## src/tcglc_pkg.sv

```systemverilog
// shared types and constants of the text cell glyph line composer
`default_nettype none

package tcglc_pkg;

  // input kinds
  localparam logic [1:0] KIND_FONT_WR  = 2'd0;
  localparam logic [1:0] KIND_REMAP_WR = 2'd1;
  localparam logic [1:0] KIND_COMPOSE  = 2'd2;

  // attribute bit positions
  localparam int ATTR_INVERSE   = 0;
  localparam int ATTR_BLINK     = 1;
  localparam int ATTR_BOLD      = 2;
  localparam int ATTR_UNDERLINE = 3;
  localparam int ATTR_ERROR     = 4;
  localparam int ATTR_NATIONAL  = 5;

  localparam logic [7:0] CODE_FIRST = 8'h20;
  localparam logic [7:0] CODE_LAST  = 8'h7F;
  localparam logic [8:0] FULL_LINE  = 9'h1FF;
  localparam int         REMAP_SIZE = 96;

  typedef enum logic [1:0] {
    OP_FONT_WR,
    OP_REMAP_WR,
    OP_COMPOSE
  } cmd_op_e;

  typedef struct packed {
    logic [1:0]  kind;
    logic [10:0] table_index;
    logic [7:0]  table_data;
    logic [7:0]  char_code;
    logic [5:0]  attributes;
    logic [6:0]  column;
    logic        first_row;
    logic [6:0]  cursor_column;
    logic        flash_phase;
  } item_t;

  typedef struct packed {
    logic [3:0] glyph_line;
    logic [9:0] bit_position;
    logic [8:0] pixels;
    logic       last;
  } result_t;

  // classified command between front and back
  typedef struct packed {
    cmd_op_e     op;
    logic [10:0] table_index;
    logic [7:0]  table_data;
    logic [6:0]  glyph_idx;
    logic        error;
    logic        national;
    logic        inverse;
    logic        blank;
    logic        bold;
    logic        underline;
    logic        cursor;
    logic [9:0]  bit_position;
  } cmd_t;

endpackage

`default_nettype wire

```

## src/tcglc_front.sv

```systemverilog
// front end: takes items, holds the column mode and classifies items into commands
`default_nettype none

module tcglc_front #(
  parameter int GLYPH_LINES = 14,
  parameter int GLYPH_COUNT = 128,
  parameter int MAX_COLUMNS = 80
) (
  input  logic           clk_i,
  input  logic           rst_ni,
  input  logic           cfg_we_i,
  input  logic           cfg_wdata_i,
  input  logic           take_i,
  input  tcglc_pkg::item_t item_i,
  output logic           cmd_push_o,
  output tcglc_pkg::cmd_t cmd_o
);

  import tcglc_pkg::*;

  localparam int FONT_SIZE = GLYPH_COUNT * GLYPH_LINES;

  logic       forty_q;
  logic       keep;
  logic [6:0] col_limit;
  logic [7:0] code_c;
  logic [7:0] idx_full;
  logic [9:0] col9;
  logic       plain;

  always_ff @(posedge clk_i or negedge rst_ni) begin
    if (!rst_ni) begin
      forty_q <= 1'b0;
    end else if (cfg_we_i) begin
      forty_q <= cfg_wdata_i;
    end
  end

  assign col_limit = forty_q ? 7'(MAX_COLUMNS / 2) : 7'(MAX_COLUMNS);
  assign code_c    = (item_i.char_code < CODE_FIRST || item_i.char_code > CODE_LAST) ?
                     CODE_FIRST : item_i.char_code;
  assign idx_full  = code_c - CODE_FIRST;
  assign col9      = ({3'b000, item_i.column} << 3) + {3'b000, item_i.column};
  // display attributes are ignored in the status row
  assign plain     = item_i.first_row;

  always_comb begin
    keep = 1'b0;
    cmd_o = '0;
    cmd_o.op = OP_COMPOSE;
    cmd_o.table_index = item_i.table_index;
    cmd_o.table_data  = item_i.table_data;
    cmd_o.glyph_idx   = idx_full[6:0];
    cmd_o.error       = item_i.attributes[ATTR_ERROR];
    cmd_o.national    = item_i.attributes[ATTR_NATIONAL];
    cmd_o.inverse     = !plain && item_i.attributes[ATTR_INVERSE];
    cmd_o.blank       = !plain && item_i.attributes[ATTR_BLINK] && item_i.flash_phase;
    cmd_o.bold        = !plain && item_i.attributes[ATTR_BOLD];
    cmd_o.underline   = !plain && item_i.attributes[ATTR_UNDERLINE];
    cmd_o.cursor      = (item_i.cursor_column < 7'(MAX_COLUMNS)) &&
                        (item_i.column == item_i.cursor_column) && !item_i.flash_phase;
    cmd_o.bit_position = forty_q ? {col9[8:0], 1'b0} : col9;
    unique case (item_i.kind)
      KIND_FONT_WR: begin
        cmd_o.op = OP_FONT_WR;
        keep = (32'(item_i.table_index) < 32'(FONT_SIZE));
      end
      KIND_REMAP_WR: begin
        cmd_o.op = OP_REMAP_WR;
        keep = (32'(item_i.table_index) < 32'(REMAP_SIZE));
      end
      KIND_COMPOSE: begin
        cmd_o.op = OP_COMPOSE;
        keep = (item_i.column < col_limit);
      end
      default: begin
        keep = 1'b0;
      end
    endcase
  end

  assign cmd_push_o = take_i && keep;

endmodule

`default_nettype wire

```

## config.mk

```make
export PLATFORM = sky130hd
export DESIGN_NAME = tcglc_front
export DESIGN_NICKNAME = d
export VERILOG_FILES = /design/src/tcglc_pkg.sv /design/src/tcglc_front.sv
export SDC_FILE = /design/constraint.sdc
export NUM_CORES = 1
export LEC_CHECK = 0
export ABC_AREA = 1
export ABC_CLOCK_PERIOD_IN_PS = 1800
export BUFFER_PORTS_ARGS = -buffer_cell sky130_fd_sc_hd__buf_2
export CAP_MARGIN = 20
export CORE_MARGIN = 2
export CORE_UTILIZATION = 34
export DETAILED_ROUTE_END_ITERATION = 8
export PLACE_DENSITY = 0.82
export SETUP_SLACK_MARGIN = 0.05
export SYNTH_ARGS = -nofsm -noshare
export SYNTH_HDL_FRONTEND = slang
export SYNTH_SLANG_ARGS = --single-unit
export TNS_END_PERCENT = 5
```

## constraint.sdc

```tcl
create_clock -name clk_i -period 1.8 [get_ports clk_i]
set_clock_uncertainty 0.2 [all_clocks]
set_input_delay 0.27 -clock clk_i [delete_from_list [all_inputs] [get_ports clk_i]]
set_output_delay 0.27 -clock clk_i [all_outputs]
set_load 0.01 [all_outputs]
```

======== Yosys cells after proc, flatten, opt, wreduce, memory -nomap -nowiden ========
Cells that the tools add are included.
Widths: inputs -> output; s select.
storage, ports and cells
  register bits after elaboration ......... 1
  bits of input ports ..................... 56
  output and inout bits ................... 46
  logic and storage cells ................. 29
operators by class
  $add $sub $neg .......................... 2
  order comparisons ....................... 6
  eq/ne operators ......................... 3
  mux-type cells .......................... 5
  reduce and logical (&&, ||, !) cells .... 12
operators by type and width
  kind                  count
  $mux 7                2
  $lt 11x11->1 const B  1
  $lt 11x7->1 const B   1
  $add 10x7->10         1
  $mux 10               1
  $gt 8x7->1 const B    1
  $logic_and 1x1->1     8
  $lt 8x6->1 const B    1
  $eq 7x7->1            1
  $lt 7x7->1            1
  $lt 7x7->1 const B    1
  $sub 7x6->7 const B   1
  $pmux 2 s2            1
  $pmux 1 s3            1
  $eq 2x1->1 const B    1
  $eq 2x2->1 const B    1
  $logic_not 1->1       2
  $logic_not 2->1       1
  $logic_or 1x1->1      1

======== Longest topological paths before layout ========
Gate-level depths: netlist of run 1.
  depth after elaboration ................. 4
  depth in mapped cells ................... 9
  depth with buffers taken out ............ 9

======== Worst setup path after synthesis of run 1 ========
No wires, ideal clock.
  path type ............................... input -> output
  start point ............................. input port item_i[13] (netlist bit)
  end point ............................... output port cmd_o[6] (netlist bit)
  arrival time ............................ 1.329 ns
  data required time ...................... 1.330 ns
  path slack .............................. 0.001 ns
  stages on the path ...................... 5
  path buffers ............................ 1
  cells stage by stage .................... buf_4 > inv_1 > fa_1 > xor2_1 > o21ai_0
RTL lines
  element             RTL line           text
  start: declaration  tcglc_front.sv:14  input tcglc_pkg::item_t item_i,
  end: declaration    tcglc_front.sv:16  output tcglc_pkg::cmd_t cmd_o

==> flow_summary.toml, run 1 <==
[run_status]
status = "finished with violations"
violations = "setup timing"

[setup_path]
critPathRequiredTime_ns = 1.33
r2r_cells = 3
worstPathArrival_ns = 1.52
crit_path_start_kind = "primary input"
worstSetupEndpointType = "output pin"
worstPathMaxFanout = 3
path_class = "primary input to output pin"

[placed_design]
io_buffers = 71
hpwlAfterDp_um = 2168
gp_congestion = 0.9370
dpl.cell_count = 249

[logic_synthesis]
ys.flop_type = "dfrtp_1"
ys_warn_count = 0
synthCells = 158
synth.net_count = 222
synthArstFlopShare_pct = 100.0
synth-seq-cells = 1
syn_area_um2 = 872.1
synth.distinct_cells = 24
ys_seq_area_share_pct = 2.869
syn_avg_cell_area_um2 = 5.520
synth_edf_count = 0

[routing]
drt_pass1_iterations = 4
antenna_left = 0
via_per_inst = 4.701
wl_per_cell_um = 10.99
drc = 0
vias = 1194
wl_um = 2792
drt_iter0_markers = 11

[power]
p_clk_share_pct = 0
p_seq_share_pct = 6.5
intPower_w = 0.0002166
p_switching_w = 0.0002097
pwr-share-comb_pct = 93.5
ir_drop_mv = 0.1973
swShare_pct = 49.18
p_per_area_nw_per_um2 = 314.0
leakage_nw = 0.8291
power_w = 0.0004263

[sta]
slew_viol_final = 0
relSlewSlack_pct = 84.10
worst_slack_ns = -0.1945
setup_tns_ns = -0.4132
worst_pin_slew_ns = 0.2365
period_minus_slack_ns = 1.994
fmax_ghz = 0.5014
rsz0062_at_grt = "true"
post-route-period-util_pct = 110.8
finalSetupViolations = 6
finalHoldViolations = 0

[layout]
regArea_um2 = 25.02
largest_registers = "forty_q x1"
top_register = "forty_q"
finalNetCount = 290
diodes = 0
largest_register_ffs = 1
multi_input_area_um2 = 651.9
final_cell_count_no_fill = 254
nFillCells = 224
final_common_cell = "buf_2"
syn2layout_area_growth_pct = 55.67
final_layout_size_suffix_gt1_share_pct = 49.55
final_cell_mix = "buf_2 (68), nand2_1 (30), inv_1 (23), nor2_1 (20), buf_4 (15)"

[floorplan]
fp.dieArea_um2 = 2986
fp.dieW_um = 54.65
initial_utilization_pct = 35.52
ios = 102
placementRows = 18
dieHeight_um = 54.65
core_um2 = 2455

[global_route]
antenna_found_initial = 0
grt_usage_pct = 17.99
first_global_vias = 1016
grt_pass1_wl_um = 4091
overflow = 0
grt_start_max_net_pins = 12

[hold_path]
whs_path_depth = 2
hold_path.class = "primary input to flip-flop"

[flow_run]
drv_cap = 0

[clock_network]
clk_latency_ns = 0
clk_pin_slew_ns = 0
[worst paths after layout]
path | startpoint | end | slack (ns)
max in group asynchronous | rst_ni | forty_q | 0.94
min | cfg_we_i | forty_q | 0.28
max | item_i[9] | cmd_o[9] | -0.19
min in group asynchronous | rst_ni | forty_q | 0.38
min reg2reg | forty_q | forty_q | 0.56
max reg2reg | forty_q | forty_q | 0.77
[kinds of logic (layout without fill, tap and decap cells)]
logic type / Yosys count / count (layout) / share of synthesized area (%)
and+or+nand+nor: 78 / 78 / 38.45
buffers and inverters: 52 / 118 / 31.99
AOI/OAI and AO/OA: 14 / 14 / 9.183
adders and majority gates: 8 / 8 / 12.34
xor gates and xnor gates: 4 / 4 / 4.018
muxes: 1 / 1 / 1.148
DFF: 1 / 1 / 2.869
[power groups by stage]
| stage | logic, W | registers (W) | clock network, W |
|---|---|---|---|
| floorplan | 0.000223 | 0.0000276 | 0 |
| global placement | 0.000336 | 0.0000275 | 0 |
| detailed placement | 0.000341 | 0.0000275 | 0 |
| CTS | 0.000379 | 0.0000275 | 0 |
| global route | 0.000444 | 0.0000279 | 0 |
| finish | 0.000399 | 0.0000275 | 0 |
[timing repair]
item / in CTS / in global routing
pin swaps: 15 / 9
setup buffers: 3 / 1
setup endpoints to repair: 7 / 8
hold buffers: 1 / 0
hold endpoints to repair: 1 / 0
gates resized for setup: 24 / 9
[final cells by class]
| cell class | instances | area share (%) |
|---|---|---|
| Multi-Input combinational cell | 105 | 48.02 |
| Timing Repair Buffer | 90 | 39.63 |
| Sequential cell | 1 | 1.843 |
| Tap cell | 30 | 2.765 |
| Inverter | 28 | 7.742 |
[synth_stat cells, types with 2 or more instances]
cell     instances  share of area (%)
xor2_1           2                2.0
nand4_1          3                2.2
o21ai_0          9                5.2
nand3_1         16                9.2
nor2_1          21                9.0
buf_4           22                 19
inv_1           27                 12
xnor2_1          2                2.0
ha_1             7                 10
nand2_1         34                 15
nand2_2          2                1.4
[worst max-delay path, stage by stage]
cell	delay, ns
buf_8	0.08
ha_4	0.13
inv_2	0.03
fa_2	0.35
inv_2	0.08
nand3_2	0.08
nand2_2	0.09
nand4_1	0.07
nand3_1	0.10
nand2_1	0.08
buf_2	0.14
[routing by layer]
layer / part of all wire, % / vias to the layer above / global-route usage [%]
met2: 50 / 70 / 35.12
li1: - / 608 / -
met4: 2.2 / 0 / 4.167
met1: 36 / 506 / 20.65
met5: 0 / - / 0
met3: 11 / 10 / 1.366
[through the flow]
stage,hold slack (ns),cell area [µm²],util [%],setup WS [ns]
floorplan,-0.2256,872.1,-,0.007566
detailed placement,-0.1537,1196,48.73,-0.2771
CTS,0.2799,1326,54.03,-0.07241
global route,0.3077,1358,55.30,-0.2230
finish,0.2789,1358,55.30,-0.1945
global placement,-0.1556,1196,48.73,-0.2457
No activity file was read; power rests on OpenSTA's default activity.
==> run 2: changes to the inputs <==
Settings changed: SKIP_CTS_REPAIR_TIMING set to 1, SKIP_LAST_GASP set to 1.
==> run 2 against run 1 <==
Effect of this change: the run still ends with setup timing left; via count is 2.4% lower; critical endpoint unchanged; critical path depth stayed put; maximum frequency is 3.0% higher; first-iteration DRC count is 36% lower.
==> flow_summary.toml, run 2 (synthesis results as in run 1) <==
[run_status]
status = "finished with violations"
violations = "setup timing"

[setup_path]
critPathRequiredTime_ns = 1.33
worstSetupEndpointType = "output pin"
path_class = "primary input to output pin"
worstPathArrival_ns = 1.47
worstPathMaxFanout = 3
crit_path_start_kind = "primary input"
r2r_cells = 3
ff2ff_setup_slack_ns = 0.77
reg2reg_from = "forty_q"
r2r_end = "forty_q"
critPathLaunch = "item_i[12]"

[floorplan]
ios = 102
dieHeight_um = 54.65
fp.dieArea_um2 = 2986
core_um2 = 2455
initial_utilization_pct = 35.52
placementRows = 18
fp.dieW_um = 54.65

[layout]
multi_input_area_um2 = 650.6
nFillCells = 241
final_layout_size_suffix_gt1_share_pct = 48.88
finalNetCount = 289
syn2layout_area_growth_pct = 52.65
top_register = "forty_q"
final_cell_mix = "buf_2 (69), nand2_1 (29), inv_1 (25), nor2_1 (20), buf_4 (17)"
diodes = 0
largest_registers = "forty_q x1"
final_util_pct = 54.23
regArea_um2 = 25.02
largest_register_ffs = 1
final_common_cell = "buf_2"

[routing]
drt_iter0_markers = 7
vias = 1165
drc = 0
wl_um = 2689
wl_per_cell_um = 10.63
antenna_left = 0
drt_pass1_iterations = 4
via_per_inst = 4.605

[placed_design]
gp_congestion = 0.9370
hpwlAfterDp_um = 2168
io_buffers = 71

[clock_network]
clk_latency_ns = 0
clk_pin_slew_ns = 0

[sta]
hold_ws_ns = 0.2788
period_minus_slack_ns = 1.936
rsz0062_at_grt = "true"
finalSetupViolations = 7
fmax_ghz = 0.5166
relSlewSlack_pct = 83.91
slew_viol_final = 0
worst_slack_ns = -0.1358
post-route-period-util_pct = 107.5
finalHoldViolations = 0
worst_pin_slew_ns = 0.2393

[global_route]
grt_pass1_wl_um = 3864
grt_start_max_net_pins = 12
first_global_vias = 992
overflow = 0
grt_usage_pct = 16.98
antenna_found_initial = 0

[hold_path]
holdCritStartpoint = "cfg_we_i"
whs_path_depth = 2
min_to = "forty_q"
hold_path.class = "primary input to flip-flop"

[power]
p_per_area_nw_per_um2 = 310.3
power_w = 0.0004131
ir_drop_mv = 0.1922
leakage_nw = 0.8206

[flow_run]
drv_cap = 0
## run 2: cell count changes in the layout (fill, tap and decap cells not counted), moves of 2 or more
| cell | delta |
|---|---|
| inv_1 | +2 |
| buf_6 | -4 |
| inv_2 | -2 |
| buf_4 | +2 |
## run 2: how the worst max path moves through the flow
stage,endpoint,slack [ns],cells after the start
5_1_grt,cmd_o[9],-0.22,10
2_1_floorplan,cmd_o[9],0.008,9
3_3_place_gp,cmd_o[9],-0.25,11
6_report,cmd_o[9],-0.14,11
4_1_cts,cmd_o[9],-0.27,11
3_5_place_dp,cmd_o[9],-0.28,11
## run 2: cell type report
type                       instances  area share, %
inverter                          28          7.895
tap                               30          2.820
timing repair buffer              89          38.53
sequential                         1          1.880
multi-input combinational        105          48.87
## run 2: per-layer routing
layer	vias up	track usage, %	part of all wire (%)
li1	605	-	-
met1	496	18.86	40
met2	54	32.54	48
met3	10	2.186	9.3
met4	0	5.417	2.2
met5	-	0	0
## run 2: power by group
part | switching, W | leakage (nW) | internal, W
Combinational | 0.000200 | 0.808 | 0.000186
Clock | 0 | 0 | 0
Sequential | 0.00000251 | 0.0121 | 0.0000249
Total | 0.000202 | 0.821 | 0.000211
## run 2: critical path, stage by stage
cell     delay, ns
buf_8         0.08
ha_4          0.14
inv_2         0.04
fa_2          0.37
inv_2         0.07
nand3_2       0.08
nand2_2       0.09
nand4_1       0.08
nand3_1       0.07
nand2_1       0.04
buf_2         0.13
## run 2: stage by stage
stage	cells	cell area [µm²]	setup TNS (ns)	setup slack [ns]
floorplan	158	872.1	0	0.007566
global placement	249	1196	-1.147	-0.2457
detailed placement	249	1196	-1.342	-0.2771
CTS	249	1196	-1.313	-0.2725
global route	253	1331	-1.100	-0.2154
finish	253	1331	-0.4903	-0.1358
