### src/tcglc_fifo.sv
// small register fifo used for the command queue and the result queue
`default_nettype none

module tcglc_fifo #(
  parameter int WIDTH = 8,
  parameter int DEPTH = 4
) (
  input  logic                           clk_i,
  input  logic                           rst_ni,
  input  logic                           wr_en_i,
  input  logic [WIDTH-1:0]               wr_data_i,
  input  logic                           rd_en_i,
  output logic [WIDTH-1:0]               rd_data_o,
  output logic                           full_o,
  output logic                           empty_o,
  output logic [$clog2(DEPTH+1)-1:0]     count_o
);

  localparam int PTR_W = (DEPTH > 1) ? $clog2(DEPTH) : 1;
  localparam int CNT_W = $clog2(DEPTH+1);

  logic [WIDTH-1:0] slot_q [DEPTH];
  logic [PTR_W-1:0] wr_ptr_q, wr_ptr_d;
  logic [PTR_W-1:0] rd_ptr_q, rd_ptr_d;
  logic [CNT_W-1:0] count_q, count_d;
  logic             do_wr, do_rd;

  assign full_o    = (count_q == CNT_W'(DEPTH));
  assign empty_o   = (count_q == '0);
  assign count_o   = count_q;
  assign rd_data_o = slot_q[rd_ptr_q];
  assign do_wr     = wr_en_i && !full_o;
  assign do_rd     = rd_en_i && !empty_o;

  always_comb begin
    wr_ptr_d = wr_ptr_q;
    rd_ptr_d = rd_ptr_q;
    count_d  = count_q;
    if (do_wr) begin
      wr_ptr_d = (wr_ptr_q == PTR_W'(DEPTH-1)) ? '0 : wr_ptr_q + 1'b1;
    end
    if (do_rd) begin
      rd_ptr_d = (rd_ptr_q == PTR_W'(DEPTH-1)) ? '0 : rd_ptr_q + 1'b1;
    end
    if (do_wr && !do_rd) begin
      count_d = count_q + 1'b1;
    end else if (do_rd && !do_wr) begin
      count_d = count_q - 1'b1;
    end
  end

  always_ff @(posedge clk_i or negedge rst_ni) begin
    if (!rst_ni) begin
      wr_ptr_q <= '0;
      rd_ptr_q <= '0;
      count_q  <= '0;
    end else begin
      wr_ptr_q <= wr_ptr_d;
      rd_ptr_q <= rd_ptr_d;
      count_q  <= count_d;
    end
  end

  always_ff @(posedge clk_i) begin
    if (do_wr) begin
      slot_q[wr_ptr_q] <= wr_data_i;
    end
  end

endmodule

`default_nettype wire

### config.mk
export PLATFORM = sky130hd
export DESIGN_NAME = tcglc_fifo
export DESIGN_NICKNAME = d
export VERILOG_FILES = /design/src/tcglc_fifo.sv
export SDC_FILE = /design/constraint.sdc
export NUM_CORES = 1
export LEC_CHECK = 0
export ABC_AREA = 1
export BUFFER_PORTS_ARGS = -buffer_cell sky130_fd_sc_hd__buf_4
export CORE_ASPECT_RATIO = 0.9
export CORE_MARGIN = 4
export CORE_UTILIZATION = 56
export CTS_CLUSTER_SIZE = 25
export DETAILED_ROUTE_END_ITERATION = 7
export GPL_ROUTABILITY_DRIVEN = 1
export PLACE_DENSITY = 0.82
export SLEW_MARGIN = 40
export SYNTH_ARGS = -nofsm -noshare
export SYNTH_HDL_FRONTEND = slang
export SYNTH_SLANG_ARGS = --single-unit
### constraint.sdc
create_clock -name clk_i -period 4.4 [get_ports clk_i]
set_input_delay 0.44 -clock clk_i [delete_from_list [all_inputs] [get_ports clk_i]]
set_output_delay 0.44 -clock clk_i [all_outputs]
set_load 0.01 [all_outputs]
### Yosys cells after proc, flatten, opt, wreduce, memory -nomap -nowiden

Memories as Yosys holds them, arrays and structs flattened.
Cells that the tools add are included.
W data, S select, Z words.

| storage, ports and cells | value |
|---|---|
| bits in registers | 7 |
| bits in latches | 0 |
| RAM bits | 32 |
| ROM bits | 0 |
| bits of input ports | 12 |
| output and inout port bits | 13 |
| memories | 1 |

Memory list:

| name | words | width | read ports | clocked after Yosys merged registers in | write ports | RTL line | text |
|---|---|---|---|---|---|---|---|
| slot_q | 4 | 8 | 1 | 0 | 1 | 22 | `logic [WIDTH-1:0] slot_q [DEPTH];` |

| cells by class | value |
|---|---|
| add/sub/neg operators | 4 |
| multiply operators | 0 |
| divide/modulo/power cells | 0 |
| $lt $le $gt $ge | 0 |
| equal/unequal tests | 3 |
| shift-type cells | 0 |
| muxes and demuxes | 6 |
| bitwise logic cells | 0 |
| reduce and logical (&&, ||, !) cells | 10 |

Operator list:

| kind | count |
|---|---|
| $mux W3 | 2 |
| $add A2 B1 Y2 const B | 2 |
| $eq A2 B2 Y1 const B | 2 |
| $logic_and A1 B1 Y1 | 4 |
| $logic_not A1 Y1 | 4 |
| $mux W2 | 2 |
| $add A3 B1 Y3 const B | 1 |
| $eq A3 B3 Y1 const B | 1 |
| $logic_not A3 Y1 | 1 |
| $sub A3 B1 Y3 const B | 1 |
| $mux W1 | 2 |
| $reduce_bool A2 Y1 | 1 |

### Longest topological paths before layout

Gate-level depths: netlist (run 1).

| depth | value |
|---|---|
| depth in word-level cells | 7 |
| mapped depth | 12 |
| depth with buffers taken out | 12 |

### Worst setup path after synthesis (run 1)

No wires, ideal clock.

| timing | value |
|---|---|
| kind | reg2reg |
| start | register count_q[0], in the netlist count_o[0] |
| end | register count_q[1], in the netlist count_o[1] |
| arrival time | 1.625 ns |
| required time | 4.274 ns |
| path slack | 2.648 ns |
| cell stages (with the launch flop) | 10 |
| cell sequence | dfrtp_1 -> inv_2 -> nand3_1 -> nand2_2 -> inv_1 -> ha_1 -> inv_1 -> fa_1 -> nand2_1 -> o21ai_0 |

| between the ends | value |
|---|---|
| elaborated cells on any way between the ends | 15 |
| those cells by class | 2 x add/sub; 1 x eq/ne; 2 x mux; 10 x reduce/logical |

RTL lines:

| what | RTL line | text |
|---|---|---|
| from (decl) | 25 | `logic [CNT_W-1:0] count_q, count_d;` |
| from (signal assigned) | 60 | `count_q <= count_d;` |
| $eq A3 B3 Y1 | 28 | `assign full_o = (count_q == CNT_W'(DEPTH));` |
| $logic_not A1 Y1 | 32 | `assign do_wr = wr_en_i && !full_o;` |
| $logic_and A1 B1 Y1 | 32 |  |
| net do_wr | 26 | `logic do_wr, do_rd;` |
| $logic_and A1 B1 Y1 | 45 | `if (do_wr && !do_rd) begin` |
| $mux W3 | 45 |  |
| net count_d[1] | 25 |  |

The timed path passes the listed nets, and every way through them passes these cells. The select of a mux whose other input is x is not followed.
A chain may end at the register's enable or synchronous reset.

### Worst setup path in the final report (run 1)

| timing | value |
|---|---|
| start | register rd_ptr_q[1] |
| end | output rd_data_o[3] |

| between the ends | value |
|---|---|
| cells in the longest elaborated chain, start to end | 1 |

RTL lines:

| what | RTL line | text |
|---|---|---|
| from (decl) | 24 | `logic [PTR_W-1:0] rd_ptr_q, rd_ptr_d;` |
| from (signal assigned) | 59 | `rd_ptr_q <= rd_ptr_d;` |
| $mem_v2 Z4 W8 | - |  |
| to (decl) | 13 | `output logic [WIDTH-1:0] rd_data_o,` |

Every way passes these cells.

==> results.cfg, run 1 <==
[outcome]
status = completed

[setup_path]
cp.required_ns = 3.96
critPathLaunchType = flip-flop
path_class = reg -> out
crit_fanout = 11
critical_path_arrival_ns = 1.62
critPathCaptureType = output pin

[logic_synthesis]
mappedNetlistNets = 173
synth.area.mux_share_pct = 0
synth_compound_area_share_pct = 7.40
yosysWarnings = 0
syn_area_um2 = 1760
synth.avg_cell_area_um2 = 11.4
yosysUniqueCellTypes = 16
synth-seq-cells = 39
yosys.area.top_type = edfxtp_1
synthXorXnorAreaFrac_pct = 0.498
synthCells = 154
yosys.area_share.adder_pct = 5.41
synthTopCellsByArea = edfxtp_1 (55%), dfrtp_1 (10%), nand2_1 (8.1%)
synth-seq-area-share_pct = 64.6
synth_simple_gate_area_share_pct = 12.1
netlist.area_leader.share_pct = 54.6
synth_top_family_by_area = simple AND/OR/NAND/NOR gates

[sta]
tns_ns = 0
fin_crit_sh_pct = 46.9
rsz0062_at_grt = no
final_max_slew_viol_count = 0
fin_crit_ns = 2.06
skew_ns = 0.0192
relSlewSlack_pct = 49.2
hold_violations = 0
tightestPinTransition_ns = 0.759
hold_ws_ns = 0.274
setup_viol = 0
fmax_mhz = 485

[drt]
drtAntennaViolNets = 0
drtPass1Iterations = 4
drt_iter0_drc = 69
via_count = 1104
drc = 0
routed_wl_mm = 3.01
wl_per_cell_um = 13.4
vias_per_cell = 4.93

[placed_design]
gp_congestion = 0.770
port_buffers = 24
hpwl_mm = 2.18
dpl_cell_area_um2 = 1940

[power]
finalPower_mw = 1.26
vdd_drop_max_mv = 0.316
leakagePower_nw = 0.892
powerDensity_nw_per_um2 = 629

[floorplan]
coreArea_um2 = 3040
ios = 25
die_w_um = 67.1
dieArea_um2 = 4100
rows = 19
die_h_um = 61.2
start_util_pct = 57.8

[final_layout]
n_antenna_cell = 0
multiInputGateArea_um2 = 449
seqCellArea_um2 = 1140
syn_to_final_growth_pct = 14.1
final_core_util_pct = 66.0
layout-drive-gt1-share_pct = 20.3
design_area_um2 = 2010
n_fill_cell = 256
nets = 200

[run]
max-cap-violations = 0

[cts]
cts_tree = done
cts_setup_buffers = 0
cts_resized = 0
clk_path_buf_depth = 2
cts.sinks = 39
clk_latency_ns = 0.35
cts_root_buf = clkbuf_4
clkTransAtPathRegs_ns = 0.13
cts-buffers-inserted = 5
htree_levels = 2

[grt]
overflow = 0
antenna_found_initial = 0
grt_pass1_wl_mm = 4.95
grt_max_degree = 36
grt.total_usage_pct = 17.3
grt_pass1_vias = 1058

[hold_path]
hp-class = in -> reg
what timing repair did:
action / in CTS / in global routing
hold buffers: 1 / 0
endpoints found under the hold margin: 7 / 0
setup endpoints to repair: 0 / 0
layer usage:
| layer | vias up | track usage [%] | routed length (um) |
|---|---|---|---|
| met2 | 26 | 29.6 | 1570 |
| met4 | 0 | 8.67 | 63 |
| met3 | 7 | 4.38 | 154 |
| met1 | 509 | 20.6 | 1220 |
| li1 | 562 | - | - |
| met5 | - | 0 | 0 |
cell usage after synthesis:
library cell  number
nand2_1           38
buf_6              5
dfrtp_1            7
nand3_1            7
nand4_1            1
o211ai_2           1
nand2_2            1
ha_1               6
fa_1               1
xnor2_1            1
o211ai_1          15
inv_1             31
o21ai_0            1
nor2_1             6
edfxtp_1          32
inv_2              1
worst max-delay path, cell delays in order (launching register included):
cell and delay, ns:
dfrtp_1 0.62, inv_1 0.26, o211ai_1 0.18, nand2_1 0.07, buf_4 0.15
layout by cell type (no fill, tap or decap), drive strengths merged:
master,instances
buf,24
clkbuf,5
clkinv,1
clkinvlp,2
dfrtp,7
dlygate4sd3,1
edfxtp,32
fa,1
ha,6
inv,32
nand2,39
nand3,7
nand4,1
nor2,6
o211ai,16
o21ai,1
xnor2,1
per-stage QoR:
step	instances	setup WS (ns)
2_1_floorplan	154	2.65
3_3_place_gp	215	2.57
3_5_place_dp	215	2.51
4_1_cts	224	2.32
5_1_grt	224	2.19
6_report	224	2.34
where the power goes:
group / switching, mW / leakage, nW / total, mW / internal (mW)
Sequential: 0.0987 / 0.377 / 0.595 / 0.496
Combinational: 0.269 / 0.487 / 0.488 / 0.220
Clock: 0.119 / 0.0272 / 0.180 / 0.0610
Total: 0.486 / 0.892 / 1.26 / 0.777
flip-flops by register name, summed over array words and instances, names as in the netlist:
signal    cells
slot_q       32
count_o       3
rd_ptr_q      2
wr_ptr_q      2
final timing paths:
check,start,cells past startpoint,slack (ns),to
min in group asynchronous,rst_ni,2,0.44,rd_ptr_q[0]$_DFFE_PN0P_
min,wr_data_i[4],1,0.27,slot_q[1][4]$_DFFE_PP_
min reg2reg,count_o[2]$_DFFE_PN0P_,2,0.55,count_o[2]$_DFFE_PN0P_
max in group asynchronous,rst_ni,2,3.83,wr_ptr_q[1]$_DFFE_PN0P_
max,rd_ptr_q[1]$_DFFE_PN0P_,4,2.34,rd_data_o[3]
max reg2reg,count_o[0]$_DFFE_PN0P_,11,2.51,count_o[2]$_DFFE_PN0P_
cell type report:
class	count	share of cell area [%]
clock inverter	3	0.998
multi-input combinational	78	22.4
inverter	32	5.99
clock buffer	5	1.87
tap	42	2.62
timing repair buffer	25	9.48
sequential	39	56.7
cells by family after synthesis:
family,after synthesis
xor gates and xnor gates,1
and+or+nand+nor,53
adders and majority gates,7
AOI/OAI and AO/OA,17
buffers and inverters,37
DFF,39
Note: power is estimated with default switching activity, not from simulation.
==> run 2, diff against run 1 <==
--- a/config.mk
+++ b/config.mk
@@ -9,11 +9,11 @@
 export BUFFER_PORTS_ARGS = -buffer_cell sky130_fd_sc_hd__buf_4
 export CORE_ASPECT_RATIO = 0.9
 export CORE_MARGIN = 4
-export CORE_UTILIZATION = 56
+export CORE_UTILIZATION = 50
 export CTS_CLUSTER_SIZE = 25
 export DETAILED_ROUTE_END_ITERATION = 7
 export GPL_ROUTABILITY_DRIVEN = 1
-export PLACE_DENSITY = 0.82
+export PLACE_DENSITY = 0.78
 export SLEW_MARGIN = 40
 export SYNTH_ARGS = -nofsm -noshare
 export SYNTH_HDL_FRONTEND = slang
==> constraint.sdc (replaced) <==
create_clock -name clk_i -period 1.7 [get_ports clk_i]
set_input_delay 0.17 -clock clk_i [delete_from_list [all_inputs] [get_ports clk_i]]
set_output_delay 0.17 -clock clk_i [all_outputs]
set_load 0.01 [all_outputs]
==> run 2 against run 1 <==
Compared with the run above:
- largest power group is now combinational cells
- clock skew decreased by 0.013 ns
- global-route usage fell by 2.4 points
- die area grew 10%
- highest routed layer unchanged
- routed wire length increased by 2.2%
- setup slack worse by 2.3 ns
- count of clock-buffer cells in the layout unchanged
- combinational power rose to 3.4 times the previous value
- critical path type is now reg -> reg
- power grew to 2.9 times the previous value
==> results.cfg, run 2 (synthesized netlist as in run 1, its figures left out) <==
[sta]
fin_crit_sh_pct = 95.4
setup_slack_ns = 0.0790
fin_crit_ns = 1.62
rsz0062_at_grt = yes
relSlewSlack_pct = 78.6
fmax_mhz = 617
tightestPinTransition_ns = 0.321
final_max_slew_viol_count = 0
hold_violations = 0
setup_viol = 0
hold_ws_ns = 0.0883
skew_ns = 0.00642
tns_ns = 0

[cts]
cts_root_buf = clkbuf_8
clk_latency_ns = 0.28
cts_tree = done
cts-buffers-inserted = 5
clkTransAtPathRegs_ns = 0.08
clk_path_buf_depth = 2
cts.sinks = 39
htree_levels = 2

[grt]
antenna_found_initial = 0
grt.total_usage_pct = 14.9
grt_pass1_vias = 1175
grt_pass1_wl_mm = 5.11
overflow = 0
grt_max_degree = 36

[drt]
wl_per_cell_um = 12.9
wl_met1_mm = 1.26
vias_per_cell = 4.88
routed_wl_mm = 3.08
drt_iter0_drc = 65
via_count = 1161
drc = 0
dr.max_layer_used = met4
drtPass1Iterations = 4
drtAntennaViolNets = 0
wl_met3_um = 105
dr_wl_met2_mm = 1.67

[placed_design]
port_buffers = 24
dp_cells = 227
pre_cts_slack_ns = -0.0624
gp_congestion = 0.743
hpwl_mm = 2.14

[floorplan]
coreArea_um2 = 3380
dieArea_um2 = 4530
start_util_pct = 52.1
rows = 20
ios = 25
die_h_um = 64.3
die_w_um = 70.5

[final_layout]
n_fill_cell = 256
layout-drive-gt1-share_pct = 29.9
syn_to_final_growth_pct = 23.4
final_cell_mix = nand2_1 (36), buf_4 (36), edfxtp_1 (32)
nets = 212
final_cells = 238
largest_reg_flops = 32
largest-register = slot_q
n_antenna_cell = 0
multiInputGateArea_um2 = 489
seqCellArea_um2 = 1140

[outcome]
status = completed

[power]
vdd_drop_max_mv = 0.866
powerDensity_nw_per_um2 = 1690
leakagePower_nw = 0.965
finalPower_mw = 3.66

[setup_path]
critPathCaptureType = flip-flop
cp_slowest_cell = dfrtp_1
cp.required_ns = 1.88
cp_top_family = adder cells
slowest_delay_ns = 0.43
cp_cell_sequence = inv_2 > nand3_2 > nand2_2 > ha_4 > inv_2 > fa_2 > nand2_2 > nand3_1 > nand2_1 > nand2_1
crit_fanout = 3
critical_path_arrival_ns = 1.80
path_class = reg -> reg
worst-path-buf-inv = 2
critPathLaunchType = flip-flop

[hold_path]
hp-class = in -> reg

[run]
max-cap-violations = 0
[run 2: cell types whose count changed in the layout (fill, tap and decap cells not counted), sizes merged]
cell and delta:
buf +12
[run 2: cell type report]
class / count / area share [%]
clock buffer: 5 / 3.17
inverter: 32 / 5.53
sequential: 39 / 52.4
multi-input combinational: 78 / 22.5
clock inverter: 3 / 0.922
timing repair buffer: 37 / 12.9
tap: 44 / 2.54
[run 2: path summary, 6_finish.rpt]
| kind | start | depth (start not counted) | slack [ns] | endpoint |
|---|---|---|---|---|
| max in group asynchronous | rst_ni | 2 | 1.33 | count_o[0]$_DFFE_PN0P_ |
| setup / recovery | count_o[2]$_DFFE_PN0P_ | 10 | 0.08 | count_o[2]$_DFFE_PN0P_ |
| hold reg to reg | wr_ptr_q[1]$_DFFE_PN0P_ | 2 | 0.56 | wr_ptr_q[1]$_DFFE_PN0P_ |
| min in group asynchronous | rst_ni | 2 | 0.23 | count_o[2]$_DFFE_PN0P_ |
| hold / removal | wr_data_i[3] | 1 | 0.09 | slot_q[1][3]$_DFFE_PP_ |
| setup reg to reg | count_o[2]$_DFFE_PN0P_ | 10 | 0.08 | count_o[2]$_DFFE_PN0P_ |
[run 2: worst reg2reg max path, cell delays in order, from the launching register on]
cell	delay (ns)
dfrtp_1	0.43
inv_2	0.09
nand3_2	0.09
nand2_2	0.11
ha_4	0.14
inv_2	0.05
fa_2	0.35
nand2_2	0.08
nand3_1	0.08
nand2_1	0.06
nand2_1	0.04
[run 2: where the power goes]
part           total (mW)  switching (mW)  internal [mW]
clock network       0.597           0.312          0.285
logic                1.68           0.931          0.746
registers            1.39           0.101           1.29
total                3.66            1.34           2.32
[run 2: through the flow]
stage / area (um2) / utilization, %
2_1_floorplan: 1770 / -
3_3_place_gp: 2020 / 59.8
3_5_place_dp: 2020 / 59.8
4_1_cts: 2140 / 63.3
5_1_grt: 2170 / 64.3
6_report: 2170 / 64.3
[run 2: layer usage]
layer	vias up	global-route usage [%]
li1	584	-
met1	554	16.3
met2	19	27.2
met3	4	3.62
met4	0	6.46
met5	-	0
[run 2: repair_timing]
action | in CTS | in global routing
setup buffers | 1 | 1
hold endpoints to repair | 7 | 0
hold buffers | 1 | 0
gates cloned | 0 | 0
pin swaps | 0 | 2
resized for setup | 4 | 7
setup endpoints to repair | 2 | 2
